File: src/sv/bct_pkg.sv
// Shared types and constants for the Bezier curve tessellator.
// No dependencies; every other file imports this package.
`timescale 1ns / 1ps
`default_nettype none

package bct_pkg;

  localparam int MAX_POINTS = 64;
  localparam int COORD_FRAC = 15;
  localparam int IDX_W      = $clog2(MAX_POINTS);
  localparam int CNT_W      = 7;
  localparam int QDEPTH     = 2;
  localparam int DIV_BITS   = IDX_W + 17;

  // configuration register indexes
  localparam logic [7:0] REG_EXTENT_X = 8'd0;
  localparam logic [7:0] REG_EXTENT_Y = 8'd1;
  localparam logic [7:0] REG_CENTER_X = 8'd2;
  localparam logic [7:0] REG_CENTER_Y = 8'd3;

  localparam logic FUNC_QUAD  = 1'b0;
  localparam logic FUNC_CUBIC = 1'b1;

  typedef struct packed {
    logic               func;
    logic signed [15:0] p0_x;
    logic signed [15:0] p0_y;
    logic signed [15:0] p1_x;
    logic signed [15:0] p1_y;
    logic signed [15:0] p2_x;
    logic signed [15:0] p2_y;
    logic signed [15:0] p3_x;
    logic signed [15:0] p3_y;
    logic [CNT_W-1:0]   point_count;
  } bct_in_t;

  typedef struct packed {
    logic signed [19:0] out_x;
    logic signed [19:0] out_y;
    logic [IDX_W-1:0]   point_index;
    logic               last_point;
  } bct_out_t;

  // one curve job handed from the front to the back; pts[2*j+axis]
  typedef struct packed {
    logic              func;
    logic [7:0][15:0]  pts;
    logic [IDX_W-1:0]  last_idx;
  } bct_job_t;

  typedef struct packed {
    logic [15:0]        extent_x;
    logic [15:0]        extent_y;
    logic signed [15:0] center_x;
    logic signed [15:0] center_y;
  } bct_cfg_t;

  typedef enum logic [1:0] {
    BS_IDLE,
    BS_DIV,
    BS_MUL,
    BS_EMIT
  } bct_state_t;

endpackage

`default_nettype wire

File: src/sv/bct_front.sv
// Front end: accepts curve requests, clamps the count and drops short curves.
// Depends on bct_pkg.
`timescale 1ns / 1ps
`default_nettype none

module bct_front import bct_pkg::*; (
  input  wire logic     rst_n,
  input  wire logic     in_valid,
  output logic          in_ready,
  input  wire bct_in_t  in_data,
  input  wire logic     q_ready,
  output logic          q_push,
  output bct_job_t      q_job
);

  logic [CNT_W-1:0] n_sat;
  logic [CNT_W-1:0] n_need;
  logic             keep;

  always_comb begin
    n_sat  = (in_data.point_count > CNT_W'(MAX_POINTS)) ? CNT_W'(MAX_POINTS)
                                                        : in_data.point_count;
    n_need = (in_data.func == FUNC_CUBIC) ? CNT_W'(4) : CNT_W'(3);
    keep   = (n_sat >= n_need);
  end

  assign in_ready = q_ready;
  assign q_push   = in_valid && q_ready && keep && rst_n;

  always_comb begin
    q_job.func     = in_data.func;
    q_job.pts      = {in_data.p3_y, in_data.p3_x, in_data.p2_y, in_data.p2_x,
                      in_data.p1_y, in_data.p1_x, in_data.p0_y, in_data.p0_x};
    q_job.last_idx = IDX_W'(n_sat - CNT_W'(1));
  end

endmodule

`default_nettype wire

File: src/sv/bct_queue.sv
// Short job queue between front and back end.
// Depends on bct_pkg.
`timescale 1ns / 1ps
`default_nettype none

module bct_queue import bct_pkg::*; (
  input  wire logic      clk,
  input  wire logic      rst_n,
  input  wire logic      push,
  input  wire bct_job_t  push_job,
  output logic           push_ready,
  output logic           pop_valid,
  output bct_job_t       pop_job,
  input  wire logic      pop
);

  localparam int PW = (QDEPTH > 1) ? $clog2(QDEPTH) : 1;

  bct_job_t          mem [QDEPTH];
  logic [PW-1:0]     wr_ptr_r, wr_ptr_nxt;
  logic [PW-1:0]     rd_ptr_r, rd_ptr_nxt;
  logic [PW:0]       count_r, count_nxt;
  logic              do_push, do_pop;

  assign push_ready = (count_r != (PW+1)'(QDEPTH));
  assign pop_valid  = (count_r != '0);
  assign pop_job    = mem[rd_ptr_r];
  assign do_push    = push && push_ready;
  assign do_pop     = pop && pop_valid;

  always_comb begin
    wr_ptr_nxt = wr_ptr_r;
    rd_ptr_nxt = rd_ptr_r;
    count_nxt  = count_r;
    if (do_push) begin
      wr_ptr_nxt = (wr_ptr_r == PW'(QDEPTH-1)) ? '0 : wr_ptr_r + PW'(1);
    end
    if (do_pop) begin
      rd_ptr_nxt = (rd_ptr_r == PW'(QDEPTH-1)) ? '0 : rd_ptr_r + PW'(1);
    end
    if (do_push && !do_pop) begin
      count_nxt = count_r + (PW+1)'(1);
    end else if (do_pop && !do_push) begin
      count_nxt = count_r - (PW+1)'(1);
    end
  end

  always_ff @(posedge clk) begin
    if (!rst_n) begin
      wr_ptr_r <= '0;
      rd_ptr_r <= '0;
      count_r  <= '0;
    end else begin
      wr_ptr_r <= wr_ptr_nxt;
      rd_ptr_r <= rd_ptr_nxt;
      count_r  <= count_nxt;
    end
  end

  always_ff @(posedge clk) begin
    if (do_push) begin
      mem[wr_ptr_r] <= push_job;
    end
  end

endmodule

`default_nettype wire

File: src/sv/bct_back.sv
// Back end: per-point t division, Bernstein weights, weighted sums, scaling.
// One shared 35x18 multiplier; depends on bct_pkg.
`timescale 1ns / 1ps
`default_nettype none

module bct_back import bct_pkg::*; (
  input  wire logic      clk,
  input  wire logic      rst_n,
  input  wire bct_cfg_t  cfg,
  input  wire logic      q_valid,
  input  wire bct_job_t  q_job,
  output logic           q_pop,
  output logic           out_valid,
  input  wire logic      out_ready,
  output bct_out_t       out_data
);

  // micro-steps of the multiply phase
  localparam logic [4:0] S_UU    = 5'd0;
  localparam logic [4:0] S_UT    = 5'd1;
  localparam logic [4:0] S_TT    = 5'd2;
  localparam logic [4:0] S_W0    = 5'd3;
  localparam logic [4:0] S_W1    = 5'd4;
  localparam logic [4:0] S_W2    = 5'd5;
  localparam logic [4:0] S_W3    = 5'd6;
  localparam logic [4:0] S_ACC_X = 5'd7;
  localparam logic [4:0] S_ACC_Y = 5'd15;
  localparam logic [4:0] S_SX    = 5'd23;
  localparam logic [4:0] S_SY    = 5'd24;
  localparam logic [4:0] S_END   = 5'd25;

  localparam logic [16:0]        T_ONE  = 17'h10000;
  localparam logic signed [17:0] B_ONE  = 18'sh10000;
  localparam int                 BW     = $clog2(DIV_BITS);
  localparam logic signed [64:0] BIAS   = 65'sd1 <<< 47;
  localparam logic signed [52:0] RND    = 53'sd1 <<< (COORD_FRAC-1);

  bct_state_t st_r, st_nxt;

  logic               func_r;
  logic [7:0][15:0]   pts_r;
  logic [IDX_W-1:0]   last_r;
  logic [IDX_W-1:0]   i_r;
  logic [DIV_BITS-1:0] num_r;
  logic [6:0]         rem_r;
  logic [16:0]        quo_r;
  logic [BW-1:0]      bit_r;
  logic [16:0]        t_r, u_r;
  logic [4:0]         step_r;
  logic signed [52:0] prod_r;
  logic [32:0]        u2_r, ut_r, t2_r;
  logic [48:0]        w_r [4];
  logic signed [64:0] acc_x_r, acc_y_r;
  logic signed [19:0] vx_r, vy_r;
  bct_out_t           out_r;
  logic               out_valid_r, out_valid_nxt;

  logic div_done, mul_done, emit;

  // ---------------- control ----------------
  always_comb begin
    st_nxt = st_r;
    case (st_r)
      BS_IDLE: if (q_valid)  st_nxt = BS_DIV;
      BS_DIV:  if (div_done) st_nxt = BS_MUL;
      BS_MUL:  if (mul_done) st_nxt = BS_EMIT;
      BS_EMIT: if (emit)     st_nxt = (i_r == last_r) ? BS_IDLE : BS_DIV;
      default:               st_nxt = BS_IDLE;
    endcase
  end

  always_comb begin
    q_pop    = (st_r == BS_IDLE) && q_valid;
    div_done = (st_r == BS_DIV) && (bit_r == BW'(DIV_BITS-1));
    mul_done = (st_r == BS_MUL) && (step_r == S_END);
    emit     = (st_r == BS_EMIT) && (!out_valid_r || out_ready);
    out_valid_nxt = out_valid_r;
    if (out_valid_r && out_ready) out_valid_nxt = 1'b0;
    if (emit)                     out_valid_nxt = 1'b1;
  end

  always_ff @(posedge clk) begin
    if (!rst_n) begin
      st_r        <= BS_IDLE;
      out_valid_r <= 1'b0;
    end else begin
      st_r        <= st_nxt;
      out_valid_r <= out_valid_nxt;
    end
  end

  assign out_valid = out_valid_r;
  assign out_data  = out_r;

  // ---------------- restoring divider for t ----------------
  logic [7:0] rem_sh;
  logic [6:0] dvs;
  logic       ge;
  logic [16:0] quo_nxt;

  always_comb begin
    dvs     = {last_r, 1'b0};
    rem_sh  = {rem_r, num_r[DIV_BITS-1]};
    ge      = (rem_sh >= {1'b0, dvs});
    quo_nxt = {quo_r[15:0], ge};
  end

  // ---------------- shared multiplier ----------------
  logic signed [34:0] mul_a;
  logic signed [17:0] mul_b;
  logic [2:0]         arel;
  logic               aaxis;
  logic [48:0]        wsel;

  always_comb begin
    aaxis = (step_r >= S_ACC_Y);
    arel  = aaxis ? 3'(step_r - S_ACC_Y) : 3'(step_r - S_ACC_X);
    wsel  = w_r[arel[2:1]];
    mul_a = '0;
    mul_b = '0;
    case (step_r)
      S_UU: begin mul_a = $signed({18'b0, u_r}); mul_b = $signed({1'b0, u_r}); end
      S_UT: begin mul_a = $signed({18'b0, u_r}); mul_b = $signed({1'b0, t_r}); end
      S_TT: begin mul_a = $signed({18'b0, t_r}); mul_b = $signed({1'b0, t_r}); end
      S_W0: begin
        mul_a = $signed({2'b0, u2_r});
        mul_b = func_r ? $signed({1'b0, u_r}) : B_ONE;
      end
      S_W1: begin
        mul_a = func_r ? $signed({2'b0, u2_r}) : $signed({2'b0, ut_r});
        mul_b = func_r ? $signed({1'b0, t_r}) : B_ONE;
      end
      S_W2: begin
        mul_a = $signed({2'b0, t2_r});
        mul_b = func_r ? $signed({1'b0, u_r}) : B_ONE;
      end
      S_W3: begin
        mul_a = $signed({2'b0, t2_r});
        mul_b = func_r ? $signed({1'b0, t_r}) : '0;
      end
      S_SX: begin
        mul_a = 35'($signed(acc_x_r[64:48]));
        mul_b = $signed({2'b0, cfg.extent_x});
      end
      S_SY: begin
        mul_a = 35'($signed(acc_y_r[64:48]));
        mul_b = $signed({2'b0, cfg.extent_y});
      end
      default: begin
        if (step_r >= S_ACC_X && step_r < S_SX) begin
          mul_a = arel[0] ? $signed({11'b0, wsel[23:0]}) : $signed({10'b0, wsel[48:24]});
          mul_b = 18'($signed(pts_r[{arel[2:1], aaxis}]));
        end
      end
    endcase
  end

  // ---------------- consume previous product ----------------
  logic [4:0]         pstep;
  logic [2:0]         prel;
  logic               paxis;
  logic [48:0]        pw;
  logic [48:0]        pw3;
  logic signed [64:0] term;

  always_comb begin
    pstep = step_r - 5'd1;
    paxis = (pstep >= S_ACC_Y);
    prel  = paxis ? 3'(pstep - S_ACC_Y) : 3'(pstep - S_ACC_X);
    pw    = prod_r[48:0];
    pw3   = pw + {pw[47:0], 1'b0};
    term  = prel[0] ? 65'(prod_r) : (65'(prod_r) <<< 24);
  end

  function automatic logic signed [19:0] scale_sat(input logic signed [52:0] p,
                                                   input logic signed [15:0] c);
    logic signed [52:0] rnd;
    logic signed [23:0] sc;
    logic signed [23:0] v;
    rnd = p + RND;
    sc  = 24'(rnd >>> COORD_FRAC);
    v   = sc + 24'(c);
    if (v > 24'sd524287)       scale_sat = 20'sd524287;
    else if (v < -24'sd524288) scale_sat = -20'sd524288;
    else                       scale_sat = v[19:0];
  endfunction

  // ---------------- datapath registers ----------------
  always_ff @(posedge clk) begin
    if (q_pop) begin
      func_r <= q_job.func;
      pts_r  <= q_job.pts;
      last_r <= q_job.last_idx;
      i_r    <= '0;
      num_r  <= DIV_BITS'(q_job.last_idx);
      rem_r  <= '0;
      quo_r  <= '0;
      bit_r  <= '0;
    end
    if (st_r == BS_DIV) begin
      rem_r  <= ge ? 7'(rem_sh - {1'b0, dvs}) : rem_sh[6:0];
      quo_r  <= quo_nxt;
      num_r  <= {num_r[DIV_BITS-2:0], 1'b0};
      bit_r  <= bit_r + BW'(1);
      if (div_done) begin
        t_r    <= quo_nxt;
        u_r    <= T_ONE - quo_nxt;
        step_r <= S_UU;
      end
    end
    if (st_r == BS_MUL) begin
      prod_r <= mul_a * mul_b;
      step_r <= step_r + 5'd1;
      if (step_r != S_UU) begin
        case (pstep)
          S_UU: u2_r   <= prod_r[32:0];
          S_UT: ut_r   <= prod_r[32:0];
          S_TT: t2_r   <= prod_r[32:0];
          S_W0: w_r[0] <= pw;
          S_W1: w_r[1] <= func_r ? pw3 : {pw[47:0], 1'b0};
          S_W2: w_r[2] <= func_r ? pw3 : pw;
          S_W3: w_r[3] <= pw;
          S_SX: vx_r   <= scale_sat(prod_r, cfg.center_x);
          S_SY: vy_r   <= scale_sat(prod_r, cfg.center_y);
          default: begin
            if (pstep >= S_ACC_X && pstep < S_SX) begin
              if (paxis) begin
                acc_y_r <= (pstep == S_ACC_Y) ? term + BIAS : acc_y_r + term;
              end else begin
                acc_x_r <= (pstep == S_ACC_X) ? term + BIAS : acc_x_r + term;
              end
            end
          end
        endcase
      end
    end
    if (emit) begin
      out_r.out_x       <= vx_r;
      out_r.out_y       <= vy_r;
      out_r.point_index <= i_r;
      out_r.last_point  <= (i_r == last_r);
      i_r               <= i_r + IDX_W'(1);
      num_r             <= {i_r + IDX_W'(1), 17'b0} + DIV_BITS'(last_r);
      rem_r             <= '0;
      quo_r             <= '0;
      bit_r             <= '0;
    end
  end

endmodule

`default_nettype wire

File: src/sv/bezier_curve_tessellator.sv
// Bezier curve tessellator: each point of a curve takes a 23-step t division,
// 26 steps on the shared multiplier and a hand-off to the output register; the
// back end evaluates the points of a curve in turn and pops the next curve after the last.
// A two-word job queue lets new requests be taken while a curve is in progress.
// Reset (rst_n, synchronous, active low) empties the queue and output register and
// loads extent 16 (2^-11 with 15 fraction bits) and center 0; control points need no reset.
`timescale 1ns / 1ps
`default_nettype none

module bezier_curve_tessellator import bct_pkg::*; (
  input  wire logic         clk,
  input  wire logic         rst_n,
  // request words
  input  wire logic         in_valid,
  output logic              in_ready,
  input  wire bct_in_t      in_data,
  // point words
  output logic              out_valid,
  input  wire logic         out_ready,
  output bct_out_t          out_data,
  // register writes
  input  wire logic         cfg_valid,
  output logic              cfg_ready,
  input  wire logic [7:0]   cfg_index,
  input  wire logic [15:0]  cfg_data
);

  bct_cfg_t cfg_r, cfg_nxt;

  // register file: writes to unknown indexes fall through
  always_comb begin
    cfg_nxt = cfg_r;
    if (cfg_valid) begin
      case (cfg_index)
        REG_EXTENT_X: cfg_nxt.extent_x = cfg_data;
        REG_EXTENT_Y: cfg_nxt.extent_y = cfg_data;
        REG_CENTER_X: cfg_nxt.center_x = $signed(cfg_data);
        REG_CENTER_Y: cfg_nxt.center_y = $signed(cfg_data);
        default: ;
      endcase
    end
  end

  always_ff @(posedge clk) begin
    if (!rst_n) begin
      cfg_r.extent_x <= 16'd16;
      cfg_r.extent_y <= 16'd16;
      cfg_r.center_x <= '0;
      cfg_r.center_y <= '0;
    end else begin
      cfg_r <= cfg_nxt;
    end
  end

  assign cfg_ready = 1'b1;

  // front: clamp count, drop curves too short to draw
  logic     q_push, q_ready, q_valid, q_pop;
  bct_job_t q_in_job, q_out_job;

  bct_front u_front (
    .rst_n    (rst_n),
    .in_valid (in_valid),
    .in_ready (in_ready),
    .in_data  (in_data),
    .q_ready  (q_ready),
    .q_push   (q_push),
    .q_job    (q_in_job)
  );

  bct_queue u_queue (
    .clk        (clk),
    .rst_n      (rst_n),
    .push       (q_push),
    .push_job   (q_in_job),
    .push_ready (q_ready),
    .pop_valid  (q_valid),
    .pop_job    (q_out_job),
    .pop        (q_pop)
  );

  // back: per-point evaluation with registered output word
  bct_back u_back (
    .clk       (clk),
    .rst_n     (rst_n),
    .cfg       (cfg_r),
    .q_valid   (q_valid),
    .q_job     (q_out_job),
    .q_pop     (q_pop),
    .out_valid (out_valid),
    .out_ready (out_ready),
    .out_data  (out_data)
  );

endmodule

`default_nettype wire
File: config.mk
export PLATFORM = sky130hd
export DESIGN_NAME = bezier_curve_tessellator
export DESIGN_NICKNAME = d
export VERILOG_FILES = /design/src/sv/bct_pkg.sv /design/src/sv/bct_front.sv /design/src/sv/bct_queue.sv /design/src/sv/bct_back.sv /design/src/sv/bezier_curve_tessellator.sv
export SDC_FILE = /design/constraint.sdc
export NUM_CORES = 2
export LEC_CHECK = 0
export ABC_AREA = 1
export BUFFER_PORTS_ARGS = -buffer_cell sky130_fd_sc_hd__buf_2
export CORE_ASPECT_RATIO = 2
export CORE_MARGIN = 8
export CORE_UTILIZATION = 50
export DETAILED_ROUTE_END_ITERATION = 12
export GPL_TIMING_DRIVEN = 1
export PLACE_DENSITY = 0.69
export SETUP_SLACK_MARGIN = 0.02
export SYNTH_ARGS = -nofsm -noshare
export SYNTH_HDL_FRONTEND = slang
export SYNTH_HIERARCHICAL = 1
export SYNTH_SLANG_ARGS = --single-unit
File: constraint.sdc
create_clock -name clk -period 13 [get_ports clk]
set_clock_uncertainty 0.1 [all_clocks]
set_input_delay 1.95 -clock clk [delete_from_list [all_inputs] [get_ports clk]]
set_output_delay 1.95 -clock clk [all_outputs]
set_load 0.005 [all_outputs]
# [Word-level counts from Yosys, hierarchy flattened]
# Memories as Yosys holds them, arrays and structs flattened. A register that Yosys moved wholly into a read port is not among the register bits.
# Index checks and enable logic that the tools add are counted.
[totals] ff_bits=671 ram_bits=466 in_bits=165 out_inout_bits=50 wordCells=244 mem_count=2
[classes] addsub=23 mul=1 order_cmp=14 n_eq_ne=32 n_mux=78 bitwise=2 reduce_logical=53
[mem_list] name="u_queue.mem" depth=2 width=135 rd=1 rd_ports_with_merged_regs=1 write_ports=1 line_no="bct_queue.sv:19" rtl="bct_job_t mem [QDEPTH];"
[mem_list] name="u_back.w_r" depth=4 width=49 rd=1 rd_ports_with_merged_regs=0 write_ports=1 line_no="bct_back.sv:52" rtl="logic [48:0] w_r [4];"
[ops] cell="2-to-1 mux 49 bit" n=5
[ops] cell="case mux 35 bit (7 select lines)" n=1
[ops] cell="2-to-1 mux 65 bit" n=3
[ops] cell="OR reduction 49 bit" n=3
[ops] cell="adder 65 bit" n=2
[ops] cell="case mux 18 bit (7 select lines)" n=1
[ops] cell="2-to-1 mux 23 bit" n=3
[ops] cell="adder 65 x 49 -> 65 bit (second input constant)" n=1
[ops] cell="multiplier 35 x 18 -> 53 bit" n=1
[ops] cell="2-to-1 mux 17 bit" n=3
[ops] cell="adder 49 bit" n=1
[ops] cell="adder 24 x 16 -> 24 bit" n=2
[ops] cell="binary-select mux 16 bit (select 3 bit)" n=1
[ops] cell="greater-than comparator 24 x 20 -> 1 bit (second input constant)" n=2
[ops] cell="less-than comparator 24 x 20 -> 1 bit (second input constant)" n=2
[ops] cell="2-to-1 mux 16 bit" n=3
[ops] cell="2-to-1 mux 20 bit" n=2
[ops] cell="adder 39 x 16 -> 39 bit (second input constant)" n=1
[ops] cell="== test 5 x 3 -> 1 bit (second input constant)" n=7
[ops] cell="2-to-1 mux 35 bit" n=1
[ops] cell="2-to-1 mux 33 bit" n=1
[ops] cell="== test 5 bit (second input constant)" n=6
[ops] cell="2-to-1 mux 1 bit" n=29
[ops] cell="2-to-1 mux 7 bit" n=4
[ops] cell="other kinds (52)" n=118

# [Logic depth before layout (Yosys ltp)]
[logic_depth] ltp_word=10 ltp_mapped=43 ltp_nobuf=40

# [By module]
# The synthesis kept the hierarchy.
[by_module_without_submodules] mod="bct_back" n_inst=1 cells_per_inst=9429 area_each_um2=73609.3 seq_area_each_um2=23652.7
[by_module_without_submodules] mod="bct_queue" n_inst=1 cells_per_inst=457 area_each_um2=10174.8 seq_area_each_um2=8207.9
[by_module_without_submodules] mod="bezier_curve_tessellator" n_inst=1 cells_per_inst=382 area_each_um2=2795.2 seq_area_each_um2=1281.2
[by_module_without_submodules] mod="bct_front" n_inst=1 cells_per_inst=172 area_each_um2=1206.2 seq_area_each_um2=0.0

# [Worst setup path after synthesis]
# OpenSTA, ideal clock, no wires.
[synth_timing] path_type="input to register" startpoint="input port in_data[6] (netlist name)" endpoint="memory u_queue/mem[0][0] (netlist name), enable pin" setup_ns=0.631 arrival_time_ns=8.436 t_required_ns=12.269 path_slack_ns=3.833 path_stages=11 n_path_buf=0 path_cell_list="inv_2 > nand2_1 > ha_1 > inv_1 > nand2_1 > nand2_1 > nand2_1 > nand2_1 > a21oi_1 > nand2_1 > nor2_1"
[synth_between] elab_chain_cells=8
[synth_rtl] element="from (decl)" line_no="bezier_curve_tessellator.sv:16" rtl="input wire bct_in_t in_data,"
[synth_rtl] element="greater-than comparator 7 bit" line_no="bct_front.sv:21" rtl="n_sat = (in_data.point_count > CNT_W'(MAX_POINTS)) ? CNT_W'(MAX_POINTS)"
[synth_rtl] element="2-to-1 mux 7 bit (*)" line_no="bct_front.sv:21"
[synth_rtl] element="greater-or-equal comparator 7 x 3 -> 1 bit (*)" line_no="bct_front.sv:24" rtl="keep = (n_sat >= n_need);"
[synth_rtl] element="logical AND 1 bit (*) (2 in a row)" line_no="bct_front.sv:28" rtl="assign q_push = in_valid && q_ready && keep && rst_n;"
[synth_rtl] element="named net q_push" line_no="bezier_curve_tessellator.sv:58" rtl="logic q_push, q_ready, q_valid, q_pop;"
[synth_rtl] element="logical AND 1 bit (*)" line_no="bct_queue.sv:28" rtl="assign do_push = push && push_ready;"
[synth_rtl] element="2-to-1 mux 1 bit (*)" line_no="bct_queue.sv:61" rtl="if (do_push) begin"
[synth_rtl] element="2-to-1 mux 1 bit (implied by the code) (*)" line_no="bct_queue.sv:62" rtl="mem[wr_ptr_r] <= push_job;"
[synth_rtl] element="to (decl)" line_no="bct_queue.sv:19"
# The timed path passes the listed nets; every way through them passes the cells marked *.

# [Worst setup path in the final report]
[layout_timing] startpoint="register u_back.step_r[0]" endpoint="register u_back.prod_r[47], data pin"
[layout_between] elab_chain_cells=7 elab_cells_between_ends=29 cone_classes="2 x add/sub; 1 x mul; 3 x order compare; 8 x eq/ne; 8 x mux; 6 x reduce/logical; 1 x memory"
[layout_rtl] element="from (decl)" line_no="bct_back.sv:49" rtl="logic [4:0] step_r;"
[layout_rtl] element="from (signal assigned)" line_no="bct_back.sv:213" rtl="step_r <= step_r + 5'd1;"
[layout_rtl] element="greater-or-equal comparator 5 x 4 -> 1 bit or subtractor 3 bit (tied branches)" line_no="bct_back.sv:116, bct_back.sv:117"
[layout_rtl] element="2-to-1 mux 3 bit" line_no="bct_back.sv:117" rtl="arel = aaxis ? 3'(step_r - S_ACC_Y) : 3'(step_r - S_ACC_X);"
[layout_rtl] element="memory (4 x 49 bit) or binary-select mux 16 bit (select 3 bit) (tied branches)"
[layout_rtl] element="2-to-1 mux 25 bit or 2-to-1 mux 16 bit (tied branches)" line_no="bct_back.sv:151, bct_back.sv:152"
[layout_rtl] element="2-to-1 mux 35 bit or 2-to-1 mux 18 bit (tied branches)" line_no="bct_back.sv:150" rtl="if (step_r >= S_ACC_X && step_r < S_SX) begin"
[layout_rtl] element="case mux 35 bit (7 select lines) or case mux 18 bit (7 select lines) (tied branches)" line_no="bct_back.sv:121" rtl="case (step_r)"
[layout_rtl] element="multiplier 35 x 18 -> 53 bit (*)" line_no="bct_back.sv:212" rtl="prod_r <= mul_a * mul_b;"
[layout_rtl] element="to (signal assigned)" line_no="bct_back.sv:212"
[layout_rtl] element="to (decl)" line_no="bct_back.sv:50" rtl="logic signed [52:0] prod_r;"
# Mark *: on every way between the ends. The rest lies on a longest branch, timed or not. The select of a mux whose other input is x is not followed.
# A chain may end at the register's enable or synchronous reset.

==> flow_summary.toml <==
[global_routing]
first_global_vias = 76500
largest_net_degree_at_the_start_of_global_routing = 94
grt.overflow.total = 0
antenna_found_initial = 24
globalRouteTotalUtil = 0.396
grt_first_pass_wirelength_um = 535000

[sta]
slew_violations = 0
hold_viol_final = 0
worst_slew_pin_slew_ps = 1440
timing.final.crit_share = 0.950
final-setup-viol-count = 0
whs_ps = 320
grt_setup_unrepaired = "no"
totalNegativeSetupSlack_ps = 0
worst_slew_margin_rel = 0.0363
maximum_clock_rate_mhz = 80.9
period_minus_slack_ps = 12350

[hold_path]
timing.hold.worst_endpoint = "u_back/out_data[23]"
min_delay_path_depth = 0
timing.hold.worst.start = "u_back/vy_r[16]"
worstHoldPathType = "flop to flop"

[route]
routedWlPerCell_um = 29.7
postRouteWirelength_um = 384000
drc = 0
route.vias.total = 74100
drt_first_iter_violations = 6092
vias_per_cell = 5.73
antenna_left = 0
first_pass_iters = 8

[die]
core-area_um2 = 175000
die_area_um2 = 190000
floorplan.initialDensity = 0.503
number_of_top_level_design_ports = 215
rows = 217
chipWidth_um = 312
die_y_um = 609

[synth]
yosys_warnings = 6
synth_area_per_cell_um2 = 8.41
postSynthNetCount = 11600
yosys_register_bits = 1137
async_reset_ff_frac = 0
synth_cell_type_count = 64
synth-main-ff-cell = "edfxtp_1"
syn-instance-count = 10400
syn-cell-area_um2 = 87800
synth_edf_count = 1037
proportion_of_synthesized_chip_area_in_sequential_cells = 0.378

[clock_network]
ctsHtreeMaxLevel = 3
clock_sinks = 1137
clock_edge_transition_at_the_registers_on_the_reported_setup_and_hold_paths_ps = 70
ctsHoldBuffers = 0
clock_tree_from_tritoncts = "built"
clock_tree.buffer_depth = 3
cts.repair_timing.setup_buffer_count = 0
ctsRootBufferMaster = "clkbuf_16"
clock_insertion_delay_worst_skew_ps = 810
cts_buffers = 103
postCtsResizedCells = 0

[setup_path]
worst-endpoint-arrival_ps = 12750
sum_of_buffers_and_inverters_on_the_critical_path = 8
worst-setup-path-type = "flop to flop"
critPathLaunchType = "flop"
critPathMostFrequentCell = "fa_1"
critical_path.reg2reg.startpoint = "u_back/step_r[0]"
reg2reg_to = "u_back/prod_r[47]"
crit_path_max_incr_delay_ps = 1050
critPathSlowestCell = "nor4_1"
timing.critical_path.to_type = "flop"
worst-endpoint-required_ps = 13400
critPathMaxFanout = 33
rrSetupSlack_ps = 650
worst-r2r-cell-count = 29
critPathTopFamily = "simple AND/OR/NAND/NOR gates"

[pwr]
power.static_leakage_nw = 42.7
power-per-cell-area_nw_per_um2 = 305
vdd_ir_drop_max_mv = 0.378

[place]
final_weighted_congestion_in_routability_driven_placement = 1.09
port-buffer-count = 213
placement.cell_area_um2 = 90800
place.detailed.instances = 12700
hpwlAfterDp_um = 308000

[status]
status = "complete, no violations"

[finish]
layout.core_utilization = 0.541
final_cell_count_no_fill = 12900
nNetsFinal = 11700
syn2layout_area_growth_pct = 7.55
finish.instance_area_um2 = 94400
layout-drive-gt1-share = 0.0804

[flow_run]
maxCapViolations = 0
-- synth_stat cells, types with 11 or more instances --
master    instances  area, um2
buf_4           151       1130
fa_1            596      11900
inv_1          1773       6660
xor2_1          117       1020
nor2_1         1218       4570
dfxtp_1         100       2000
o311ai_0         16        140
o211ai_1         25        188
nand3b_1         11       82.6
a21oi_1         473       2370
nand4_1          98        613
o22ai_1          20        125
xnor2_1          65        569
o21bai_1         49        368
buf_1            31        116
nand2_2          16        100
a22oi_1          18        135
nor3_1           76        380
buf_6            27        304
mux2_4           50        751
mux2_2           85        957
nor4_1           17        106
mux2i_1          23        230
o21ai_1          25        125
a31oi_1          13       81.3
nand3_1         541       2710
clkbuf_1         89        334
buf_2           111        556
edfxtp_1       1037      31100
a21o_1           19        143
a211oi_1         14        105
inv_2            36        135
o211a_1          14        140
o21ai_0         497       2490
nand2_1        2506       9410
or2_2            32        200
ha_1            375       4690
-- per-stage QoR --
| step | setup slack [ps] | power, W |
|---|---|---|
| after CTS | 895 | 0.0283 |
| after global routing | 439 | 0.0304 |
| after global placement | 949 | 0.0250 |
| after detailed placement | 958 | 0.0251 |
| final | 645 | 0.0288 |
| after floorplan | 3830 | 0.0175 |
-- cell families (layout without fill, tap and decap cells) --
logic type                 Yosys count  after routing  synth area share
xor gates and xnor gates           182            182            0.0182
other                                2             22         0.0000855
adders and majority gates          971            971             0.189
buffers and inverters             2223           2399             0.105
and+or+nand+nor                   4548           4548             0.211
DFF                               1137           1137             0.378
AOI/OAI and AO/OA                 1219           1219            0.0767
muxes                              158            158            0.0221
-- metal layers --
| layer | track usage | up-vias | wire length (um) |
|---|---|---|---|
| met2 | 0.696 | 3585 | 192000 |
| met4 | 0.476 | 18 | 58500 |
| met1 | 0.330 | 35500 | 107000 |
| met5 | 0 | - | 91 |
| met3 | 0.0974 | 1620 | 26500 |
| li1 | - | 33400 | - |
-- worst register-to-register path, delay by kind of cell (launching register included) --
kind / cells / cell delay [ps]
simple gates: 11 / 4980
flops: 1 / 390
compound gates: 1 / 470
fa+ha+maj: 8 / 3970
buf+inv: 8 / 2070
xor+xnor: 1 / 80
-- power by group --
part           leakage [nW]  total, W  internal [W]  switching [W]
registers              10.3   0.00572       0.00534       0.000378
clock network          1.65   0.00320       0.00166        0.00154
logic                  30.8    0.0199       0.00583         0.0141
total                  42.7    0.0288        0.0128         0.0160
-- registers in the layout (all words and copies together), names as in the netlist, 47 cells and up, named ones only --
register	cells
u_back/acc_x_r	65
u_back/w_r	196
u_queue/mem	270
u_back/pts_r	128
u_back/prod_r	53
u_back/acc_y_r	65
u_back/out_data	47
cfg_r	64
-- layout make-up --
| cell class | instances | area [um2] |
|---|---|---|
| Fill cell | 16300 | 80200 |
| Multi-Input combinational cell | 7080 | 45600 |
| Sequential cell | 1137 | 33100 |
| Inverter | 1814 | 6820 |
| Tap cell | 2299 | 2880 |
| Clock buffer | 121 | 2680 |
| Timing Repair Buffer | 393 | 2500 |
| Clock inverter | 71 | 772 |
| Antenna cell | 20 | 50.0 |
-- cells in the final DEF (no fill, tap or decap), types with 18 or more instances in the layout --
| cell type | instances |
|---|---|
| inv_1 | 1769 |
| xnor2_1 | 65 |
| buf_4 | 171 |
| o21ai_1 | 40 |
| o211ai_1 | 25 |
| or2_2 | 32 |
| inv_2 | 39 |
| mux2i_1 | 23 |
| nand2_1 | 2502 |
| ha_1 | 373 |
| nor3_1 | 75 |
| clkbuf_16 | 104 |
| nand3_1 | 540 |
| nand4_1 | 98 |
| mux2_4 | 50 |
| nor2_1 | 1205 |
| o22ai_1 | 20 |
| o21ai_0 | 473 |
| edfxtp_1 | 1037 |
| clkinv_2 | 20 |
| a21oi_1 | 473 |
| a21o_1 | 19 |
| nand2_2 | 20 |
| xor2_1 | 117 |
| mux2_2 | 85 |
| o21bai_1 | 48 |
| a22oi_1 | 18 |
| dfxtp_1 | 99 |
| diode_2 | 20 |
| buf_2 | 213 |
| clkinv_1 | 19 |
| fa_1 | 596 |
-- worst max path at each step --
stage | endpoint | cells past startpoint | slack, ps | start
after floorplan | u_queue/mem[0][0] | 11 | 3830 | in_data[6]
after global placement | u_back/prod_r[47] | 29 | 950 | u_back/step_r[0]
after detailed placement | u_back/prod_r[47] | 29 | 960 | u_back/step_r[0]
after CTS | u_back/prod_r[47] | 29 | 890 | u_back/step_r[0]
after global routing | u_back/prod_r[47] | 29 | 440 | u_back/step_r[0]
final | u_back/prod_r[47] | 29 | 650 | u_back/step_r[0]
(Power assumes the default switching activity.)
